[config.mk]
export PLATFORM = sky130hd
export DESIGN_NAME = buddy_block_allocator_core
export DESIGN_NICKNAME = d
export VERILOG_FILES = /design/src/rtl/bba_pkg.sv /design/src/rtl/bba_ram.sv /design/src/rtl/bba_ctrl.sv /design/src/rtl/bba_dp.sv /design/src/rtl/buddy_block_allocator_core.sv
export SDC_FILE = /design/constraint.sdc
export NUM_CORES = 2
export LEC_CHECK = 0
export BUFFER_PORTS_ARGS = -buffer_cell sky130_fd_sc_hd__clkbuf_2
export CAP_MARGIN = 20
export CORE_UTILIZATION = 65
export DETAILED_ROUTE_END_ITERATION = 16
export PLACE_DENSITY_LB_ADDON = 0.05
export SYNTH_ARGS = -nofsm -noshare
export SYNTH_HDL_FRONTEND = slang
export SYNTH_SLANG_ARGS = --single-unit
[constraint.sdc]
create_clock -name clock -period 102.4 [get_ports clock]
set_input_delay 20.48 -clock clock [delete_from_list [all_inputs] [get_ports clock]]
set_output_delay 20.48 -clock clock [all_outputs]
set_load 0.02 [all_outputs]
[src/rtl/bba_pkg.sv]
// Shared types, constants and codes for the buddy block allocator.
`default_nettype none
package bba_pkg;

   localparam int MAX_ORDER_DEFAULT = 10;
   localparam int SHIFT_LIMIT       = 16;
   localparam int RESET_SHIFT       = 8;
   localparam int RESET_MAX_ORDER   = 10;
   localparam int BYTE_W            = 26;
   localparam int OFF_W             = 10;
   localparam int ORD_W             = 4;
   localparam int SIZE_W            = 32;
   localparam int SHIFT_W           = 5;
   localparam int CSR_DATA_W        = 5;

   localparam logic CSR_MIN_SHIFT = 1'b0;
   localparam logic CSR_MAX_ORDER = 1'b1;

   typedef enum logic [1:0] {
      ACT_ALLOC      = 2'd0,
      ACT_RELEASE    = 2'd1,
      ACT_POOL_RESET = 2'd2
   } action_type;

   typedef enum logic [3:0] {
      S_CLEAR, S_SEED, S_IDLE, S_AMOD, S_UNITS, S_ORD, S_SRD, S_SCHK,
      S_SPLIT, S_BMOD, S_BFIX, S_RRD, S_RCHK, S_RSET, S_DONE
   } state_type;

   typedef enum logic [4:0] {
      OP_NONE, OP_ACCEPT, OP_DIV_STEP, OP_UNITS, OP_ORD_INC, OP_SEARCH_INIT,
      OP_SREAD, OP_SFOUND, OP_SNEXT, OP_SPLIT, OP_BMOD_START, OP_BFIX,
      OP_RREAD, OP_RMERGE, OP_RSET, OP_CLEAR, OP_SEED, OP_OUT
   } op_type;

   typedef struct packed {
      op_type op;
   } cmd_type;

   typedef struct packed {
      action_type in_action;
      logic       in_align_nz;
      logic       in_rel_ok;
      logic       cfg_write;
      logic       align_nz;
      logic       div_done;
      logic       ord_gt_max;
      logic       ord_fits;
      logic       k_gt_max;
      logic       rd_bit;
      logic       idx_last;
      logic       j_gt_ord;
      logic       rord_lt_max;
      logic       clr_last;
      logic       slot_free;
   } status_type;

endpackage
`default_nettype wire

[src/rtl/bba_ram.sv]
// Generic single-write, single-read RAM with registered read data.
`default_nettype none
module bba_ram #(
   parameter int WIDTH = 1,
   parameter int DEPTH = 2048
) (
   input  wire logic                     clock,
   input  wire logic                     we,
   input  wire logic [$clog2(DEPTH)-1:0] waddr,
   input  wire logic [WIDTH-1:0]         wdata,
   input  wire logic [$clog2(DEPTH)-1:0] raddr,
   output logic      [WIDTH-1:0]         rdata
);

   logic [WIDTH-1:0] mem [DEPTH];

   always_ff @(posedge clock) begin
      if (we) begin
         mem[waddr] <= wdata;
      end
      rdata <= mem[raddr];
   end

endmodule
`default_nettype wire

[src/rtl/bba_ctrl.sv]
// Controller state machine sequencing allocate, release and pool clearing.
`default_nettype none
module bba_ctrl (
   input  wire logic                clock,
   input  wire logic                reset,
   input  wire logic                req_tvalid,
   output logic                     req_tready,
   input  wire bba_pkg::status_type sts,
   output bba_pkg::cmd_type         cmd
);

   bba_pkg::state_type state_ff, state_in;
   logic               pend_ff, pend_in;

   always_ff @(posedge clock) begin
      if (reset) begin
         state_ff <= bba_pkg::S_CLEAR;
         pend_ff  <= 1'b0;
      end else begin
         state_ff <= state_in;
         pend_ff  <= pend_in;
      end
   end

   assign req_tready = (state_ff == bba_pkg::S_IDLE);

   always_comb begin
      state_in = state_ff;
      pend_in  = pend_ff;
      cmd.op   = bba_pkg::OP_NONE;
      unique case (state_ff)
         bba_pkg::S_CLEAR: begin
            cmd.op = bba_pkg::OP_CLEAR;
            if (sts.clr_last) state_in = bba_pkg::S_SEED;
         end
         bba_pkg::S_SEED: begin
            cmd.op   = bba_pkg::OP_SEED;
            state_in = pend_ff ? bba_pkg::S_DONE : bba_pkg::S_IDLE;
            pend_in  = 1'b0;
         end
         bba_pkg::S_IDLE: begin
            if (req_tvalid) begin
               cmd.op = bba_pkg::OP_ACCEPT;
               unique case (sts.in_action)
                  bba_pkg::ACT_ALLOC:
                     state_in = sts.in_align_nz ? bba_pkg::S_AMOD : bba_pkg::S_UNITS;
                  bba_pkg::ACT_RELEASE:
                     state_in = sts.in_rel_ok ? bba_pkg::S_RRD : bba_pkg::S_DONE;
                  bba_pkg::ACT_POOL_RESET: begin
                     state_in = bba_pkg::S_CLEAR;
                     pend_in  = 1'b1;
                  end
                  default: state_in = bba_pkg::S_DONE;
               endcase
            end
         end
         bba_pkg::S_AMOD: begin
            if (sts.div_done) state_in = bba_pkg::S_UNITS;
            else cmd.op = bba_pkg::OP_DIV_STEP;
         end
         bba_pkg::S_UNITS: begin
            cmd.op   = bba_pkg::OP_UNITS;
            state_in = bba_pkg::S_ORD;
         end
         bba_pkg::S_ORD: begin
            priority if (sts.ord_gt_max) begin
               state_in = bba_pkg::S_DONE;
            end else if (sts.ord_fits) begin
               cmd.op   = bba_pkg::OP_SEARCH_INIT;
               state_in = bba_pkg::S_SRD;
            end else begin
               cmd.op = bba_pkg::OP_ORD_INC;
            end
         end
         bba_pkg::S_SRD: begin
            if (sts.k_gt_max) begin
               state_in = bba_pkg::S_DONE;
            end else begin
               cmd.op   = bba_pkg::OP_SREAD;
               state_in = bba_pkg::S_SCHK;
            end
         end
         bba_pkg::S_SCHK: begin
            if (sts.rd_bit) begin
               cmd.op   = bba_pkg::OP_SFOUND;
               state_in = bba_pkg::S_SPLIT;
            end else begin
               cmd.op   = bba_pkg::OP_SNEXT;
               state_in = bba_pkg::S_SRD;
            end
         end
         bba_pkg::S_SPLIT: begin
            priority if (sts.j_gt_ord) begin
               cmd.op = bba_pkg::OP_SPLIT;
            end else if (sts.align_nz) begin
               cmd.op   = bba_pkg::OP_BMOD_START;
               state_in = bba_pkg::S_BMOD;
            end else begin
               state_in = bba_pkg::S_BFIX;
            end
         end
         bba_pkg::S_BMOD: begin
            if (sts.div_done) state_in = bba_pkg::S_BFIX;
            else cmd.op = bba_pkg::OP_DIV_STEP;
         end
         bba_pkg::S_BFIX: begin
            cmd.op   = bba_pkg::OP_BFIX;
            state_in = bba_pkg::S_DONE;
         end
         bba_pkg::S_RRD: begin
            if (sts.rord_lt_max) begin
               cmd.op   = bba_pkg::OP_RREAD;
               state_in = bba_pkg::S_RCHK;
            end else begin
               state_in = bba_pkg::S_RSET;
            end
         end
         bba_pkg::S_RCHK: begin
            if (sts.rd_bit) begin
               cmd.op   = bba_pkg::OP_RMERGE;
               state_in = bba_pkg::S_RRD;
            end else begin
               state_in = bba_pkg::S_RSET;
            end
         end
         bba_pkg::S_RSET: begin
            cmd.op   = bba_pkg::OP_RSET;
            state_in = bba_pkg::S_DONE;
         end
         bba_pkg::S_DONE: begin
            if (sts.slot_free) begin
               cmd.op   = bba_pkg::OP_OUT;
               state_in = bba_pkg::S_IDLE;
            end
         end
         default: state_in = bba_pkg::S_CLEAR;
      endcase
      // A register write restarts the clearing pass and answers nothing.
      if (sts.cfg_write) begin
         state_in = bba_pkg::S_CLEAR;
         pend_in  = 1'b0;
         cmd.op   = bba_pkg::OP_NONE;
      end
   end

   a_one_item: assert property (@(posedge clock) disable iff (reset)
      (req_tvalid && req_tready) |=> !req_tready)
      else $error("second item accepted while busy");

   a_seed_after_clear: assert property (@(posedge clock) disable iff (reset)
      (state_ff == bba_pkg::S_CLEAR && sts.clr_last && !sts.cfg_write)
      |=> state_ff == bba_pkg::S_SEED)
      else $error("clearing pass did not end in seeding");

   a_cfg_clears: assert property (@(posedge clock) disable iff (reset)
      sts.cfg_write |=> state_ff == bba_pkg::S_CLEAR)
      else $error("register write did not start clearing pass");

endmodule
`default_nettype wire

[src/rtl/bba_dp.sv]
// Datapath: request registers, remainder unit, free-map addressing and result register.
`default_nettype none
module bba_dp #(
   parameter int MAX_ORDER = bba_pkg::MAX_ORDER_DEFAULT
) (
   input  wire logic                              clock,
   input  wire logic                              reset,
   input  wire bba_pkg::cmd_type                  cmd,
   output bba_pkg::status_type                    sts,
   input  wire logic [1:0]                        in_action,
   input  wire logic [bba_pkg::SIZE_W-1:0]        in_size,
   input  wire logic [bba_pkg::SIZE_W-1:0]        in_align,
   input  wire logic [bba_pkg::OFF_W-1:0]         in_off,
   input  wire logic [bba_pkg::ORD_W-1:0]         in_order,
   input  wire logic                              csr_we,
   input  wire logic                              csr_index,
   input  wire logic [bba_pkg::CSR_DATA_W-1:0]    csr_wdata,
   output logic                                   ram_we,
   output logic [MAX_ORDER:0]                     ram_waddr,
   output logic                                   ram_wdata,
   output logic [MAX_ORDER:0]                     ram_raddr,
   input  wire logic                              ram_rdata,
   input  wire logic                              rsp_tready,
   output logic                                   rsp_valid,
   output logic                                   rsp_ok,
   output logic [bba_pkg::BYTE_W-1:0]             rsp_byte_offset,
   output logic [bba_pkg::OFF_W-1:0]              rsp_granted_offset,
   output logic [bba_pkg::ORD_W-1:0]              rsp_granted_order
);

   localparam int AW  = MAX_ORDER + 1;
   localparam int CW  = AW + 1;
   localparam int DW  = MAX_ORDER + bba_pkg::SHIFT_LIMIT;
   localparam int DCW = $clog2(DW + 1);
   localparam int UW  = 34;
   localparam logic [bba_pkg::ORD_W-1:0] MAXO_RST =
      (bba_pkg::RESET_MAX_ORDER > MAX_ORDER) ? bba_pkg::ORD_W'(MAX_ORDER)
                                             : bba_pkg::ORD_W'(bba_pkg::RESET_MAX_ORDER);

   function automatic logic [AW-1:0] node_of(input logic [4:0] order,
                                             input logic [MAX_ORDER-1:0] off);
      logic [AW-1:0] base;
      base = AW'(1) << (5'(MAX_ORDER) - order);
      return base + AW'(off >> order);
   endfunction

   logic [4:0]                shift_ff;
   logic [bba_pkg::ORD_W-1:0] maxo_ff;
   logic [bba_pkg::SIZE_W-1:0] size_ff, align_ff;
   logic [31:0]               rem_ff;
   logic [DW-1:0]             dvd_ff;
   logic [DCW-1:0]            cnt_ff;
   logic [UW-1:0]             units_ff;
   logic [4:0]                ord_ff, k_ff, j_ff, rord_ff;
   logic [MAX_ORDER-1:0]      idx_ff, off_ff, roff_ff;
   logic [CW-1:0]             clr_ff;
   logic                      res_ok_ff;
   logic [bba_pkg::BYTE_W-1:0] res_boff_ff;
   logic [bba_pkg::OFF_W-1:0] res_goff_ff;
   logic [bba_pkg::ORD_W-1:0] res_gord_ff;
   logic                      rsp_valid_ff, rsp_ok_ff;
   logic [bba_pkg::BYTE_W-1:0] rsp_boff_ff;
   logic [bba_pkg::OFF_W-1:0] rsp_goff_ff;
   logic [bba_pkg::ORD_W-1:0] rsp_gord_ff;

   logic [4:0]           maxo5;
   logic [32:0]          div_tmp;
   logic [31:0]          div_rem;
   logic [32:0]          need;
   logic [UW-1:0]        units_calc;
   logic [16:0]          rmask, rmasked;
   logic [MAX_ORDER-1:0] bud, sfound_off, split_off;
   logic [DW-1:0]        boff;
   logic [bba_pkg::BYTE_W-1:0] boff_adj;
   logic [4:0]           csr_sat;

   assign maxo5   = {1'b0, maxo_ff};
   assign div_tmp = {rem_ff, dvd_ff[DW-1]};
   assign div_rem = (div_tmp >= {1'b0, align_ff}) ? 32'(div_tmp - {1'b0, align_ff})
                                                  : div_tmp[31:0];
   assign need    = {1'b0, size_ff} + ((rem_ff != 32'd0) ? {1'b0, align_ff} : 33'd0);
   assign units_calc = (UW'(need) + (UW'(1) << shift_ff) - UW'(1)) >> shift_ff;
   assign rmask   = (17'(1) << in_order) - 17'(1);
   assign rmasked = 17'(in_off) & ~rmask;
   assign bud     = roff_ff ^ (MAX_ORDER'(1) << rord_ff);
   assign sfound_off = idx_ff << k_ff;
   assign split_off  = off_ff + (MAX_ORDER'(1) << (j_ff - 5'd1));
   assign boff     = DW'(off_ff) << shift_ff;
   assign boff_adj = (align_ff != 32'd0 && rem_ff != 32'd0)
      ? bba_pkg::BYTE_W'(boff) + align_ff[bba_pkg::BYTE_W-1:0]
        - rem_ff[bba_pkg::BYTE_W-1:0]
      : bba_pkg::BYTE_W'(boff);

   always_comb begin
      if (csr_index == bba_pkg::CSR_MIN_SHIFT) begin
         csr_sat = (csr_wdata > 5'(bba_pkg::SHIFT_LIMIT)) ? 5'(bba_pkg::SHIFT_LIMIT)
                                                          : csr_wdata;
      end else begin
         csr_sat = ({1'b0, csr_wdata[3:0]} > 5'(MAX_ORDER)) ? 5'(MAX_ORDER)
                                                            : {1'b0, csr_wdata[3:0]};
      end
   end

   always_comb begin
      sts.in_action   = bba_pkg::action_type'(in_action);
      sts.in_align_nz = (in_align != 32'd0);
      sts.in_rel_ok   = ({1'b0, in_order} <= maxo5) &&
                        (17'(in_off) < (17'(1) << maxo_ff));
      sts.cfg_write   = csr_we;
      sts.align_nz    = (align_ff != 32'd0);
      sts.div_done    = (cnt_ff == DCW'(0));
      sts.ord_gt_max  = (ord_ff > maxo5);
      sts.ord_fits    = ((35'(1) << ord_ff) >= 35'(units_ff));
      sts.k_gt_max    = (k_ff > maxo5);
      sts.rd_bit      = ram_rdata;
      sts.idx_last    = ((AW'(idx_ff) + AW'(1)) == (AW'(1) << (maxo5 - k_ff)));
      sts.j_gt_ord    = (j_ff > ord_ff);
      sts.rord_lt_max = (rord_ff < maxo5);
      sts.clr_last    = (clr_ff == CW'((1 << AW) - 1));
      sts.slot_free   = !rsp_valid_ff || rsp_tready;
   end

   always_comb begin
      ram_we    = 1'b0;
      ram_wdata = 1'b0;
      ram_waddr = clr_ff[AW-1:0];
      ram_raddr = node_of(rord_ff, bud);
      unique case (cmd.op)
         bba_pkg::OP_CLEAR:  ram_we = 1'b1;
         bba_pkg::OP_SEED: begin
            ram_we    = 1'b1;
            ram_wdata = 1'b1;
            ram_waddr = node_of(maxo5, '0);
         end
         bba_pkg::OP_SREAD:  ram_raddr = node_of(k_ff, sfound_off);
         bba_pkg::OP_SFOUND: begin
            ram_we    = 1'b1;
            ram_waddr = node_of(k_ff, sfound_off);
         end
         bba_pkg::OP_SPLIT: begin
            ram_we    = 1'b1;
            ram_wdata = 1'b1;
            ram_waddr = node_of(j_ff - 5'd1, split_off);
         end
         bba_pkg::OP_RMERGE: begin
            ram_we    = 1'b1;
            ram_waddr = node_of(rord_ff, bud);
         end
         bba_pkg::OP_RSET: begin
            ram_we    = 1'b1;
            ram_wdata = 1'b1;
            ram_waddr = node_of(rord_ff, roff_ff);
         end
         default: ;
      endcase
   end

   always_ff @(posedge clock) begin
      if (reset) begin
         shift_ff     <= 5'(bba_pkg::RESET_SHIFT);
         maxo_ff      <= MAXO_RST;
         clr_ff       <= '0;
         rsp_valid_ff <= 1'b0;
         cnt_ff       <= '0;
      end else begin
         if (csr_we) begin
            if (csr_index == bba_pkg::CSR_MIN_SHIFT) shift_ff <= csr_sat;
            else maxo_ff <= csr_sat[3:0];
            clr_ff <= '0;
         end
         if (rsp_tready && cmd.op != bba_pkg::OP_OUT) rsp_valid_ff <= 1'b0;
         unique case (cmd.op)
            bba_pkg::OP_ACCEPT: begin
               size_ff     <= in_size;
               align_ff    <= in_align;
               rem_ff      <= '0;
               dvd_ff      <= DW'(1) << shift_ff;
               cnt_ff      <= DCW'(DW);
               ord_ff      <= '0;
               roff_ff     <= MAX_ORDER'(rmasked);
               rord_ff     <= {1'b0, in_order};
               clr_ff      <= '0;
               res_ok_ff   <= 1'b0;
               res_boff_ff <= '0;
               res_goff_ff <= '0;
               res_gord_ff <= '0;
            end
            bba_pkg::OP_DIV_STEP: begin
               rem_ff <= div_rem;
               dvd_ff <= dvd_ff << 1;
               cnt_ff <= cnt_ff - DCW'(1);
            end
            bba_pkg::OP_UNITS:  units_ff <= units_calc;
            bba_pkg::OP_ORD_INC: ord_ff <= ord_ff + 5'd1;
            bba_pkg::OP_SEARCH_INIT: begin
               k_ff   <= ord_ff;
               idx_ff <= '0;
            end
            bba_pkg::OP_SNEXT: begin
               if (sts.idx_last) begin
                  k_ff   <= k_ff + 5'd1;
                  idx_ff <= '0;
               end else begin
                  idx_ff <= idx_ff + MAX_ORDER'(1);
               end
            end
            bba_pkg::OP_SFOUND: begin
               off_ff <= sfound_off;
               j_ff   <= k_ff;
            end
            bba_pkg::OP_SPLIT: j_ff <= j_ff - 5'd1;
            bba_pkg::OP_BMOD_START: begin
               rem_ff <= '0;
               dvd_ff <= boff;
               cnt_ff <= DCW'(DW);
            end
            bba_pkg::OP_BFIX: begin
               res_ok_ff   <= 1'b1;
               res_boff_ff <= boff_adj;
               res_goff_ff <= bba_pkg::OFF_W'(off_ff);
               res_gord_ff <= bba_pkg::ORD_W'(ord_ff);
            end
            bba_pkg::OP_RMERGE: begin
               roff_ff <= roff_ff & bud;
               rord_ff <= rord_ff + 5'd1;
            end
            bba_pkg::OP_RSET: res_ok_ff <= 1'b1;
            bba_pkg::OP_CLEAR: if (!csr_we) clr_ff <= clr_ff + CW'(1);
            bba_pkg::OP_SEED: res_ok_ff <= 1'b1;
            bba_pkg::OP_OUT: begin
               rsp_valid_ff <= 1'b1;
               rsp_ok_ff    <= res_ok_ff;
               rsp_boff_ff  <= res_boff_ff;
               rsp_goff_ff  <= res_goff_ff;
               rsp_gord_ff  <= res_gord_ff;
            end
            default: ;
         endcase
      end
   end

   assign rsp_valid          = rsp_valid_ff;
   assign rsp_ok             = rsp_ok_ff;
   assign rsp_byte_offset    = rsp_boff_ff;
   assign rsp_granted_offset = rsp_goff_ff;
   assign rsp_granted_order  = rsp_gord_ff;

   a_fail_zero: assert property (@(posedge clock) disable iff (reset)
      (rsp_valid_ff && !rsp_ok_ff) |-> (rsp_boff_ff == '0 && rsp_goff_ff == '0
                                        && rsp_gord_ff == '0))
      else $error("failed result carries nonzero fields");

   a_one_write: assert property (@(posedge clock) disable iff (reset)
      (cmd.op == bba_pkg::OP_SREAD || cmd.op == bba_pkg::OP_RREAD) |-> !ram_we)
      else $error("free map written during a probe read");

   a_grant_range: assert property (@(posedge clock) disable iff (reset)
      cmd.op == bba_pkg::OP_BFIX |-> ord_ff <= maxo5)
      else $error("granted order above pool order");

endmodule
`default_nettype wire

[src/rtl/buddy_block_allocator_core.sv]
// Buddy block allocator: top level joining controller, datapath and free-map RAM.
//
// Requests arrive on the req_ stream; one result per request leaves on rsp_.
// req_tuser carries the action (allocate, release, reset pool); req_tdata
// carries size, alignment, block offset and block order. The result gives
// ok, the aligned byte offset, the granted block offset and its order.
// One request is worked on at a time; a new one is taken while the last
// result still waits in the output register.
// Allocate: with nonzero alignment the bit-serial remainder unit
// (DW = MAX_ORDER + 16) makes one pass before the order is found and one
// after the split, none with zero alignment; the order is found one step at
// a time, free-map entries are probed in the lowest-free search and the block
// is split one level per step. Release: merges with free buddies level by level.
// Pool reset: a clearing pass over all 2^(MAX_ORDER+1) free-map RAM entries.
// After reset and after every csr_ write the same clearing pass runs and no
// request is taken; it gives no result. A stalled rsp_ leaves the result in
// the output register and the block holds before its next result.
`default_nettype none
module buddy_block_allocator_core #(
   parameter int MAX_ORDER = bba_pkg::MAX_ORDER_DEFAULT
) (
   input  wire logic        clock,
   input  wire logic        reset,
   input  wire logic        req_tvalid,
   output logic             req_tready,
   // [31:0] size_bytes, [63:32] alignment, [73:64] block_offset, [77:74] block_order
   input  wire logic [79:0] req_tdata,
   // [1:0] action
   input  wire logic [1:0]  req_tuser,
   output logic             rsp_tvalid,
   input  wire logic        rsp_tready,
   // [0] ok, [26:1] byte_offset, [36:27] granted_offset, [40:37] granted_order
   output logic [47:0]      rsp_tdata,
   input  wire logic        csr_we,
   input  wire logic        csr_index,
   input  wire logic [4:0]  csr_wdata
);

   bba_pkg::cmd_type    cmd;
   bba_pkg::status_type sts;
   logic                ram_we, ram_wdata, ram_rdata;
   logic [MAX_ORDER:0]  ram_waddr, ram_raddr;
   logic                ok;
   logic [25:0]         byte_offset;
   logic [9:0]          granted_offset;
   logic [3:0]          granted_order;

   bba_ctrl u_ctrl (
      .clock      (clock),
      .reset      (reset),
      .req_tvalid (req_tvalid),
      .req_tready (req_tready),
      .sts        (sts),
      .cmd        (cmd)
   );

   bba_dp #(.MAX_ORDER(MAX_ORDER)) u_dp (
      .clock              (clock),
      .reset              (reset),
      .cmd                (cmd),
      .sts                (sts),
      .in_action          (req_tuser),
      .in_size            (req_tdata[31:0]),
      .in_align           (req_tdata[63:32]),
      .in_off             (req_tdata[73:64]),
      .in_order           (req_tdata[77:74]),
      .csr_we             (csr_we),
      .csr_index          (csr_index),
      .csr_wdata          (csr_wdata),
      .ram_we             (ram_we),
      .ram_waddr          (ram_waddr),
      .ram_wdata          (ram_wdata),
      .ram_raddr          (ram_raddr),
      .ram_rdata          (ram_rdata),
      .rsp_tready         (rsp_tready),
      .rsp_valid          (rsp_tvalid),
      .rsp_ok             (ok),
      .rsp_byte_offset    (byte_offset),
      .rsp_granted_offset (granted_offset),
      .rsp_granted_order  (granted_order)
   );

   bba_ram #(.WIDTH(1), .DEPTH(1 << (MAX_ORDER + 1))) u_free_map (
      .clock (clock),
      .we    (ram_we),
      .waddr (ram_waddr),
      .wdata (ram_wdata),
      .raddr (ram_raddr),
      .rdata (ram_rdata)
   );

   assign rsp_tdata = {7'd0, granted_order, granted_offset, byte_offset, ok};

endmodule
`default_nettype wire
-- Yosys cells after proc, flatten, opt, wreduce, memory -nomap -nowiden
Memories as Yosys holds them, arrays and structs flattened. A register that Yosys moved wholly into a read port is not among the register bits.
Index checks and enable logic that the tools add are counted.
- shift-type cells: 20
- reductions and logical operators: 45
- bitwise operators: 6
- muxes and demuxes: 66
- $lt $le $gt $ge: 10
- $add $sub $neg: 26
- equal/unequal tests: 44
- operators with widths (operator ; count):
    $reduce_bool A32 Y1 ; 3
    $pmux W26 S3 ; 1
    $pmux W5 S14 ; 1
    $mux W32 ; 2
    $mux W4 ; 16
    $pmux W32 S2 ; 1
    $pmux W10 S2 ; 3
    $pmux W4 S14 ; 1
    $add A11 B11 Y11 ; 5
    $pmux W11 S5 ; 1
    $shl A1 B5 Y11 const A ; 5
    $pmux W26 S2 ; 1
    $pmux W5 S2 ; 5
    $shr A10 B5 Y11 ; 4
    $eq A5 B4 Y1 const B ; 7
    $ge A35 B34 Y1 ; 1
    $mux W5 ; 7
    $shl A1 B5 Y35 const A ; 1
    $add A33 B34 Y34 ; 1
    $shl A1 B5 Y34 const A ; 1
    $shr A34 B5 Y34 ; 1
    $sub A34 B1 Y34 const B ; 1
    $add A32 B33 Y33 ; 1
    $ge A33 B32 Y1 ; 1
    other kinds (72) ; 146
- output and inout bits: 50
- word-level logic and storage cells: 245
- input port bits: 93
- bits in writable memories: 2048
- register bits after elaboration: 320
- memories: 1
- memories (name ; depth ; bits a word ; read ports ; clocked after memory_dff ; write ports ; line ; source):
    u_free_map.mem ; 2048 ; 1 ; 1 ; 1 ; 1 ; bba_ram.sv:15 ; logic [WIDTH-1:0] mem [DEPTH];

-- Longest topological paths before layout
- word-level depth: 11
- mapped depth: 40
- depth with buffers taken out: 37

-- Hierarchy
From an unflattened synthesis, not the netlist that was laid out.
- cells, all modules: 9669
- area, all modules: 119518.4 um2
- by module, submodules not included (module ; area each (um2) ; times used ; cells each ; sequential area each (um2)):
    bba_ram ; 89345.7 ; 1 ; 6243 ; 61519.0
    bba_dp ; 29251.8 ; 1 ; 3296 ; 9188.8
    bba_ctrl ; 857.1 ; 1 ; 121 ; 100.1
    buddy_block_allocator_core ; 63.8 ; 1 ; 9 ; 0.0

-- Worst setup path before layout
Ideal clock, no wire load.
- kind: input-to-reg
- from: in rsp_tready
- to: mem u_free_map.mem[0], data pin
- buffers on the path: 0
- required time: 96.557 ns
- library setup time: 5.843 ns
- path slack: 47.450 ns
- arrival time: 49.107 ns
- stages: 7
- path through: nand2b_1 a21oi_1 o32ai_1 a221o_1 a21oi_2 nor3_1 nand2b_1
- word-level cells in the longest chain between the ends: 7
- elaborated cells between the ends (all ways): 9
- those cells by class: 3 x eq/ne; 4 x mux; 2 x reduce/logical
- RTL lines (what ; line ; source):
    start: declaration ; buddy_block_allocator_core.sv:31 ; input wire logic rsp_tready,
    $logic_or A1 B1 Y1 (*) ; bba_dp.sv:120 ; sts.slot_free = !rsp_valid_ff || rsp_tready;
    $mux W5 (*) ; bba_ctrl.sv:131 ; if (sts.slot_free) begin
    $pmux W5 S14 (*) ; bba_ctrl.sv:31 ; unique case (state_ff)
    $mux W5 (*) ; bba_ctrl.sv:139 ; if (sts.cfg_write) begin
    $eq A5 B5 Y1 / $eq A5 B4 Y1 (equally long branches) ; -- ;
    $reduce_or A3 Y1 (no line) (*) ; -- ;
    $mux W1 (*) ; bba_dp.sv:128 ; unique case (cmd.op)
    net ram_wdata ; buddy_block_allocator_core.sv:41 ; logic ram_we, ram_wdata, ram_rdata;
    end: declaration ; bba_ram.sv:15 ;
Mark *: on every way through the listed nets, which the timed path passes. The rest lies on a longest branch.

-- Final worst setup path
- from: in rsp_tready
- to: mem u_free_map.mem[894], data pin
Same word-level chain as after synthesis.

==> results.yml <==
cells_and_area:
  area_growth_pct: 8.80
  fill_cells: 13300
  final_nets: 12000
  final_cell_area_um2: 131000
  drive_gt1_frac: 0.0774
  instances_no_fill: 14200
critical_path:
  cpMaxStageDelayCell: "buf_4"
  critical_path_required_ns: 102.93
  critical_path_buf_inv_count: 8
  worstPathMaxFanout: 295
  cp-end-kind: "flip-flop"
  startpoint_type: "primary input"
  crit_family: "buffers and inverters"
  path_cells: "clkbuf_2 > nand2b_1 > a21oi_1 > o32ai_1 > a221o_1 > a21oi_2 > buf_4 > o21ai_0 > nand2b_4 > buf_4 > buf_12 > buf_4 > buf_4 > buf_4 > buf_4"
  crit_path_max_incr_delay_ns: 0.98
  path_common_cell: "buf_4"
  path_class: "in2reg"
  critPathArrivalTime_ns: 28.55
die:
  die_area_um2: 187000
  core-area_um2: 184000
  rows: 157
  die_x_um: 433
  ios: 143
  start_util: 0.657
  die_h_um: 433
timing:
  grt_setup_unrepaired: "false"
  fin_worst_skew_ns: 0.0888
  hold_violations: 0
  fin_ws_ns: 74.38
  setup-tns-final_ns: 0
  slew_violations: 0
  finalSetupViolations: 0
  slew_headroom: 0.0831
  worstMarginPinSlew_ns: 1.34
  period_share: 0.274
  fmax_ghz: 0.0357
  timing.final.crit_period_ns: 28.02
placement:
  place_ws_ns: 73.35
  gp_congestion: 0.933
  dp_hpwl_um: 211000
  dpl_cell_area_um2: 123000
  portBuffers: 133
  place_inst: 13700
pwr:
  ir_drop_mv: 0.0554
  cellLeakagePower_nw: 46.5
  pwr-share-comb: 0.350
  pwr-share-seq: 0.390
  powerDensity_nw_per_um2: 25.1
  p_int_mw: 2.04
  power.share.clock: 0.260
  swShare: 0.381
  p_sw_mw: 1.25
clock_network:
  cts_tree: "built"
  cts_setup_buffers: 0
  ctsResizeCount: 0
  hold_buffers: 0
  clk_pin_slew_ns: 0.06
  cts_buffer_depth: 3
  cts_sinks: 2369
  clock_latency_ns: 0.92
  cts_root_buffer: "clkbuf_16"
  cts_max_level: 4
  numCtsBuffers: 232
grt:
  grt_max_degree: 296
  grt.overflow.total: 0
  antenna_found_initial: 9
  grt_pass1_vias: 86600
  track_usage: 0.394
  grt_first_pass_wirelength_um: 547000
routing:
  vias: 94000
  drt-initial-drc-count: 14300
  wl_per_cell_um: 26.4
  first_pass_iters: 7
  ant_nets: 0
  routed_wl_um: 376000
  via_per_inst: 6.61
  drc: 0
synth:
  ys_seq_area_frac: 0.587
  yosysTopAreaCell: "edfxtp_1"
  synth_area_um2: 121000
  synthFlopType: "edfxtp_1"
  synth_edf_count: 2336
  yosysUniqueCellTypes: 104
  ys_ff_latch: 2369
  netlist_instances: 11800
  synth_top_area_frac: 0.582
  synth.top_cells.by_area: "edfxtp_1 58%, nor2_1 7.8%, nand2_1 5.9%, nand3_1 3.4%, ha_1 3.2%"
  yosysWarningCount: 0
  syn_avg_cell_area_um2: 10.2
  synthArstFlopShare: 0
min_path:
  hp-class: "reg2reg"
job:
  drv_cap: 0
outcome:
  outcome: "finished clean"
[per-layer routing]
metal  global-route usage  vias to the layer above  wire length (um)
met5              0.00260                        -               123
met4                0.205                       12             21500
met3               0.0715                     1045             45100
met2                0.612                     6031            172000
met1                0.532                    45600            137000
li1                     -                    41200                 -
[sequential cells by signal, summed over array words and instances (netlist names), 5 cells and up]
signal                   count
u_dp.roff_ff                10
u_dp.cnt_ff                  5
u_dp.res_goff_ff            10
u_dp.idx_ff                 10
u_free_map.mem            2048
u_dp.dvd_ff                 26
u_dp.clr_ff                 12
u_dp.rsp_granted_offset     10
u_dp.res_boff_ff            26
u_dp.j_ff                    5
u_dp.k_ff                    5
u_dp.ord_ff                  5
u_dp.off_ff                 10
u_dp.rem_ff                 32
u_dp.size_ff                32
u_dp.rsp_byte_offset        26
u_dp.units_ff               34
u_dp.align_ff               32
u_dp.shift_ff                5
u_dp.rord_ff                 5
[synthesized netlist by cell type, types with 180 or more instances]
| cell type | instances |
|---|---|
| a211oi_1 | 225 |
| ha_1 | 304 |
| inv_1 | 335 |
| nand3_1 | 824 |
| edfxtp_1 | 2336 |
| nor2_1 | 2509 |
| mux2i_1 | 332 |
| a21oi_1 | 308 |
| buf_2 | 180 |
| a31oi_1 | 191 |
| clkbuf_1 | 638 |
| nand2_1 | 1896 |
[cell families after synthesis]
group | synth area share
multiplexers | 0.0337
AND/OR/NAND/NOR | 0.204
other | 0.0000311
XOR/XNOR | 0.0122
adder cells (fa/ha/maj) | 0.0372
flip-flops | 0.587
AO/OA/AOI/OAI | 0.0843
buffers and inverters | 0.0417
[stage by stage]
step	hold WS [ns]	power (mW)	util
2_1_floorplan	0.400	2.52	-
3_3_place_gp	0.403	2.38	0.669
3_5_place_dp	0.405	2.41	0.670
4_1_cts	0.414	3.25	0.711
5_1_grt	0.421	3.39	0.714
6_report	0.414	3.29	0.715
[worst paths after layout]
| kind | startpoint | end | slack [ns] | cells after the start |
|---|---|---|---|---|
| worst max-delay path | rsp_tready | u_free_map.mem[894] | 74.38 | 15 |
| worst min-delay path | u_dp.res_boff_ff[19] | u_dp.rsp_byte_offset[19] | 0.41 | 0 |
| worst max register to register | u_dp.j_ff[0] | u_free_map.mem[1151] | 91.47 | 38 |
| worst min register to register | u_dp.res_boff_ff[19] | u_dp.rsp_byte_offset[19] | 0.41 | 0 |
[power groups by stage]
stage,Sequential [mW],Combinational [mW],Clock (mW)
global placement,1.30,1.08,0
detailed placement,1.30,1.10,0
finish,1.28,1.15,0.857
CTS,1.28,1.11,0.858
global route,1.28,1.21,0.892
floorplan,1.82,0.702,0
[cell usage in the layout (no fill, tap or decap), types with 27 or more instances in the layout]
cell / instances
nand3_1: 824
inv_1: 335
ha_1: 303
nor4_1: 36
nor2b_1: 37
mux2i_1: 327
a32oi_1: 86
a211oi_1: 225
and3_1: 80
o21a_1: 40
buf_4: 203
nor3_1: 93
mux2_2: 35
fa_1: 34
xor2_1: 59
clkinv_1: 50
o21ai_0: 175
and2_1: 48
nand2_4: 32
dfxtp_1: 33
o211ai_1: 29
nand4_1: 144
nor2_1: 2496
a22oi_1: 49
nand2b_1: 27
nand2_1: 1872
clkbuf_1: 60
clkbuf_2: 133
a31oi_1: 191
xnor2_1: 109
clkinv_2: 31
a21o_1: 72
a21oi_1: 301
clkbuf_16: 237
o22ai_1: 28
edfxtp_1: 2336
[area by class of cell]
| cell class | count | area (um^2) | area share |
|---|---|---|---|
| inverters | 344 | 1290 | 0.00984 |
| clock inverters | 125 | 1360 | 0.0104 |
| flip-flops and latches | 2369 | 70800 | 0.540 |
| clock buffers | 299 | 6180 | 0.0471 |
| well taps | 2464 | 3080 | 0.0235 |
| multi-input cells | 8213 | 45300 | 0.345 |
| diodes | 5 | 12.5 | 0.0000953 |
| repair buffers | 391 | 3160 | 0.0240 |
No activity file was read; power rests on OpenSTA's default activity.
